## src/hw/rtl/sfoe_pkg.sv

```systemverilog
// ----------------------------------------------------------------------------
// sfoe_pkg
// Shared widths, register indexes, word types and helpers for the spectral
// flux onset envelope core.
// ----------------------------------------------------------------------------
package sfoe_pkg;

	// field and state widths
	localparam int SAMPLE_BITS = 16;
	localparam int MAG_W       = SAMPLE_BITS;
	localparam int SQ_W        = 2 * SAMPLE_BITS;
	localparam int BIN_W       = 11;
	localparam int FLUX_W      = 26;
	localparam int ENERGY_W    = 42;
	localparam int GATE_W      = 16;
	localparam int LIMIT_W     = 2 * GATE_W + BIN_W;

	// configuration port
	localparam int CFG_IDX_W  = 2;
	localparam int CFG_DATA_W = 16;

	// default transform length
	localparam int FFT_LEN_DEF = 2048;

	// reset values and saturation limits
	localparam logic [BIN_W-1:0]    FIRST_BIN_RST = 11'd0;
	localparam logic [BIN_W-1:0]    END_BIN_RST   = 11'd1025;
	localparam logic [GATE_W-1:0]   GATE_RST      = 16'd0;
	localparam logic [BIN_W-1:0]    BIN_MAX       = 11'h7FF;
	localparam logic [FLUX_W-1:0]   FLUX_MAX      = 26'h3FF_FFFF;
	localparam logic [ENERGY_W-1:0] ENERGY_MAX    = 42'h3FF_FFFF_FFFF;

	// register indexes
	typedef enum logic [CFG_IDX_W-1:0] {
		REG_FIRST_BIN   = 2'd0,
		REG_END_BIN     = 2'd1,
		REG_ENERGY_GATE = 2'd2
	} cfg_reg_t;

	// input word: one bin
	typedef struct packed {
		logic signed [SAMPLE_BITS-1:0] real_part;
		logic signed [SAMPLE_BITS-1:0] imag_part;
		logic                          frame_end;
	} sfoe_in_t;

	// output word: one frame result
	typedef struct packed {
		logic [FLUX_W-1:0] frame_flux;
		logic              frame_gated;
	} sfoe_out_t;

	// magnitude of a two's complement sample, most negative value maps to 2^(n-1)
	function automatic logic [SAMPLE_BITS-1:0] abs_sample(
		input logic signed [SAMPLE_BITS-1:0] v
	);
		return v[SAMPLE_BITS-1] ? SAMPLE_BITS'(-v) : SAMPLE_BITS'(v);
	endfunction

endpackage

```

## src/hw/rtl/sfoe_isqrt.sv

```systemverilog
// ----------------------------------------------------------------------------
// sfoe_isqrt
// Iterative floor square root, two result bits per cycle, restoring
// digit recurrence over the squared magnitude.
// ----------------------------------------------------------------------------
module sfoe_isqrt (
	input  logic                      clk,
	input  logic                      arst_n,
	input  logic                      start,
	input  logic [sfoe_pkg::SQ_W-1:0] radicand,
	output logic                      done,
	output logic [sfoe_pkg::MAG_W-1:0] root
);
	import sfoe_pkg::*;

	localparam int STEPS = 2;
	localparam int ITER  = MAG_W / STEPS;
	localparam int CNT_W = $clog2(ITER + 1);
	localparam int REM_W = MAG_W + 4;

	logic [SQ_W-1:0]  x_q, x_n;
	logic [REM_W-1:0] rem_q, rem_n, trial;
	logic [MAG_W-1:0] root_q, root_n;
	logic [CNT_W-1:0] cnt_q;
	logic             done_q;

	// two recurrence steps per cycle
	always_comb begin
		x_n    = x_q;
		rem_n  = rem_q;
		root_n = root_q;
		trial  = '0;
		for (int k = 0; k < STEPS; k++) begin
			rem_n = {rem_n[REM_W-3:0], x_n[SQ_W-1 -: 2]};
			x_n   = x_n << 2;
			trial = {{(REM_W-MAG_W-2){1'b0}}, root_n, 2'b01};
			if (rem_n >= trial) begin
				rem_n  = rem_n - trial;
				root_n = {root_n[MAG_W-2:0], 1'b1};
			end else begin
				root_n = {root_n[MAG_W-2:0], 1'b0};
			end
		end
	end

	// iteration counter and done pulse
	always_ff @(posedge clk or negedge arst_n) begin
		if (!arst_n) begin
			cnt_q  <= '0;
			done_q <= 1'b0;
		end else if (start) begin
			cnt_q  <= CNT_W'(ITER);
			done_q <= 1'b0;
		end else if (cnt_q != '0) begin
			cnt_q  <= cnt_q - 1'b1;
			done_q <= (cnt_q == CNT_W'(1));
		end else begin
			done_q <= 1'b0;
		end
	end

	// datapath
	always_ff @(posedge clk) begin
		if (start) begin
			x_q    <= radicand;
			rem_q  <= '0;
			root_q <= '0;
		end else if (cnt_q != '0) begin
			x_q    <= x_n;
			rem_q  <= rem_n;
			root_q <= root_n;
		end
	end

	assign done = done_q;
	assign root = root_q;

endmodule
```

## config.mk

```make
export PLATFORM = sky130hd
export DESIGN_NAME = sfoe_isqrt
export DESIGN_NICKNAME = d
export VERILOG_FILES = /design/src/hw/rtl/sfoe_pkg.sv /design/src/hw/rtl/sfoe_isqrt.sv
export SDC_FILE = /design/constraint.sdc
export NUM_CORES = 1
export LEC_CHECK = 0
export ABC_AREA = 1
export BUFFER_PORTS_ARGS = -buffer_cell sky130_fd_sc_hd__buf_2
export CELL_PAD_IN_SITES_DETAIL_PLACEMENT = 0
export CELL_PAD_IN_SITES_GLOBAL_PLACEMENT = 2
export CORE_UTILIZATION = 37
export CTS_CLUSTER_DIAMETER = 80
export DETAILED_ROUTE_END_ITERATION = 6
export GPL_TIMING_DRIVEN = 1
export PLACE_DENSITY = 0.95
export SLEW_MARGIN = 0
export SYNTH_ARGS = -nofsm -noshare
export SYNTH_HDL_FRONTEND = slang
export SYNTH_SLANG_ARGS = --single-unit
```

## constraint.sdc

```tcl
create_clock -name clk -period 10.9 [get_ports clk]
set_clock_uncertainty 0.2 [all_clocks]
set_input_delay 2.18 -clock clk [delete_from_list [all_inputs] [get_ports clk]]
set_output_delay 2.18 -clock clk [all_outputs]
set_load 0.05 [all_outputs]
```

==> impl_metrics.env <==
export IMPL_run_status="finished clean"
export IMPL_yosys_warnings=0
export IMPL_cp_data_required_time_ns=10.99
export IMPL_synth_async_sr_flop_share=0.0704
export IMPL_syn_nets=780
export IMPL_chipWidth_um=120
export IMPL_fin_setup_tns_ns=0
export IMPL_startpoint_type="flop"
export IMPL_first_pass_iters=5
export IMPL_antenna_violations_before_repair=0
export IMPL_cts_setup_buffers=0
export IMPL_gr_total_overflow=0
export IMPL_tritoncts_num_sinks=71
export IMPL_n_antenna_cell=0
export IMPL_number_of_hold_repair_buffers_added_at_the_cts_stage=0
export IMPL_synthDominantAreaCellType="sky130_fd_sc_hd__edfxtp_1"
export IMPL_synth_yosys_seq_area_share=0.340
export IMPL_synth_top_cells_by_area="sky130_fd_sc_hd__edfxtp_1 (19%), sky130_fd_sc_hd__nand2_1 (17%), sky130_fd_sc_hd__dfxtp_1 (13%), sky130_fd_sc_hd__ha_1 (9.4%), sky130_fd_sc_hd__inv_1 (5.3%)"
export IMPL_finalWeightedCongestion=0.934
export IMPL_arrival_ns=5.11
export IMPL_final_min_period_over_clock_period=0.460
export IMPL_vias_per_cell=4.93
export IMPL_report_final_hold_viol_count=0
export IMPL_syn_mean_instance_area_sq_um=7.35
export IMPL_fin_crit_ns=5.02
export IMPL_clk_transition_reported_paths_ns=0.06
export IMPL_fill_cells=1455
export IMPL_slew_margin_rel=0.275
export IMPL_placement_io_buffers=51
export IMPL_core_area_sq_um=13500
export IMPL_grt_setup_unrepaired="no"
export IMPL_detailroute_wirelength_met3_um=696
export IMPL_cts_htree_levels=3
export IMPL_cts_root_buffer="sky130_fd_sc_hd__clkbuf_16"
export IMPL_via_count=4543
export IMPL_finish_instance_area_sq_um=5810
export IMPL_critical_path_class="flop to flop"
export IMPL_synth_enable_flop_cells=32
export IMPL_met2WireLength_mm=6.63
export IMPL_dp_hpwl_mm=10.8
export IMPL_worstMarginPinSlew_ns=1.09
export IMPL_initial_core_util=0.386
export IMPL_ys_ff_latch=71
export IMPL_dominantRegCellSynth="sky130_fd_sc_hd__dfxtp_1"
export IMPL_drt_first_iter_violations=312
export IMPL_post_cts_resized_instances=0
export IMPL_cells_on_worst_hold_path=2
export IMPL_std_cell_rows=42
export IMPL_routed_wl_mm=14.0
export IMPL_setup_viol_count_final=0
export IMPL_cts_root_to_sink_buffers=2
export IMPL_first_global_vias=4466
export IMPL_hold_path_class="flop to flop"
export IMPL_numCtsBuffers=9
export IMPL_synth_top_area_share=0.185
export IMPL_grtUsageTotal=0.206
export IMPL_antenna_left=0
export IMPL_synthMostInstantiatedCell="sky130_fd_sc_hd__nand2_1"
export IMPL_post_route_util=0.432
export IMPL_die_area_sq_um=14500
export IMPL_average_wire_length_per_cell_after_detail_routing_um=15.1
export IMPL_die_height_um=120
export IMPL_layout_area_seq_sq_um=1770
export IMPL_ff2ff_setup_slack_ns=5.88
export IMPL_final_net_count=815
export IMPL_slew_violations=0
export IMPL_synthCells=706
export IMPL_grt_pass1_wl_mm=22.8
export IMPL_critPathMaxFanout=19
export IMPL_worst_r2r_path_depth=27
export IMPL_drv_cap=0
export IMPL_fraction_of_final_layout_cells_with_drive_strength_greater_than_1=0.170
export IMPL_syn_cell_area_sq_um=5190
export IMPL_setup_worst_path_end_class="flop"
export IMPL_insertion_delay_ns=0.35
export IMPL_wirelength_met1_mm=6.35
export IMPL_area_delta_synth_final_pct=12.1
export IMPL_yosys_cell_types_count=46
export IMPL_achievable_frequency_mhz=199
export IMPL_post_dp_cell_area_sq_um=5510
export IMPL_multi_input_area_sq_um=2960
export IMPL_drcViolationCount=0
export IMPL_dr_max_layer_used="met4"
export IMPL_synth_cells_most_frequent="sky130_fd_sc_hd__nand2_1 (239), sky130_fd_sc_hd__inv_1 (73), sky130_fd_sc_hd__ha_1 (39)"
export IMPL_io_pins=52
export IMPL_cts_tree="yes"
export IMPL_grt_max_degree=52
state kept, by name, summed over array words and instances (netlist names):
signal / cells
rem_q: 18
root: 16
x_q: 32
cnt_q: 4
done: 1
worst max-delay path, cell delays in order, from the launching register on:
cell	delay, ns
sky130_fd_sc_hd__dfxtp_1	0.32
sky130_fd_sc_hd__inv_1	0.11
sky130_fd_sc_hd__ha_1	0.41
sky130_fd_sc_hd__nand2_1	0.08
sky130_fd_sc_hd__nand2_1	0.11
sky130_fd_sc_hd__nand2_1	0.06
sky130_fd_sc_hd__nand2_1	0.09
sky130_fd_sc_hd__nand2_1	0.06
sky130_fd_sc_hd__nand2_1	0.13
sky130_fd_sc_hd__nor2_4	0.07
sky130_fd_sc_hd__nand2_4	0.19
sky130_fd_sc_hd__clkinv_1	0.42
sky130_fd_sc_hd__or2_2	0.42
sky130_fd_sc_hd__o21ai_0	0.12
sky130_fd_sc_hd__inv_1	0.07
sky130_fd_sc_hd__ha_1	0.34
sky130_fd_sc_hd__nand2_1	0.13
sky130_fd_sc_hd__nor2_1	0.16
sky130_fd_sc_hd__nand2_1	0.07
sky130_fd_sc_hd__nor3_1	0.23
sky130_fd_sc_hd__nand3_2	0.10
sky130_fd_sc_hd__nand2_1	0.08
sky130_fd_sc_hd__inv_2	0.04
sky130_fd_sc_hd__nor2_4	0.09
sky130_fd_sc_hd__nor2_4	0.06
sky130_fd_sc_hd__a21oi_4	0.54
sky130_fd_sc_hd__nand3_1	0.14
sky130_fd_sc_hd__nand2_1	0.10
cell usage in the layout (no fill, tap or decap), drive strengths merged, types with 6 or more instances in the layout:
cell	netlist	routed
nand4	8	8
nor2	44	44
xnor2	6	6
a21oi	34	34
buf	18	52
dfxtp	34	34
o22ai	16	16
nor3	7	7
ha	39	39
edfxtp	32	32
nand3	41	41
xor2	18	18
nand2	263	263
clkbuf	10	11
o21ai	25	25
inv	77	77
final timing paths:
path	from	endpoint
setup / recovery	root[11]	rem_q[16]
hold / removal	rem_q[17]	rem_q[17]
setup reg to reg	root[11]	rem_q[16]
hold reg to reg	rem_q[17]	rem_q[17]
max in group asynchronous	arst_n	cnt_q[0]
min in group asynchronous	arst_n	done
cell type report:
cell class                      count  area share
Clock buffer                       11      0.0437
Clock inverter                      5     0.00947
Inverter                           80      0.0516
Multi-Input combinational cell    527       0.508
Sequential cell                    71       0.304
Tap cell                          176      0.0379
Timing Repair Buffer               52      0.0452
routing by layer:
metal | up-vias | global-route usage
li1 | 2359 | -
met1 | 2051 | 0.261
met2 | 116 | 0.346
met3 | 17 | 0.0425
met4 | 0 | 0.0733
met5 | - | 0
through the flow:
step / setup slack [ns] / hold slack, ns / std cells
floorplan: 6.52 / 0.244 / 706
global placement: 6.00 / 0.280 / 906
detailed placement: 5.91 / 0.283 / 906
CTS: 5.91 / 0.304 / 922
global route: 5.32 / 0.332 / 922
finish: 5.88 / 0.298 / 922
kinds of logic after synthesis:
logic type	after synthesis	share of synthesized area
compound gates	87	0.0967
xor+xnor	24	0.0405
fa+ha+maj	39	0.0940
buf+inv	108	0.0899
flops	71	0.340
simple gates	377	0.338
Power is left out: the tool's default activity adds up to more than one toggle a clock period on the data nets, which glitch-free logic cannot reach.
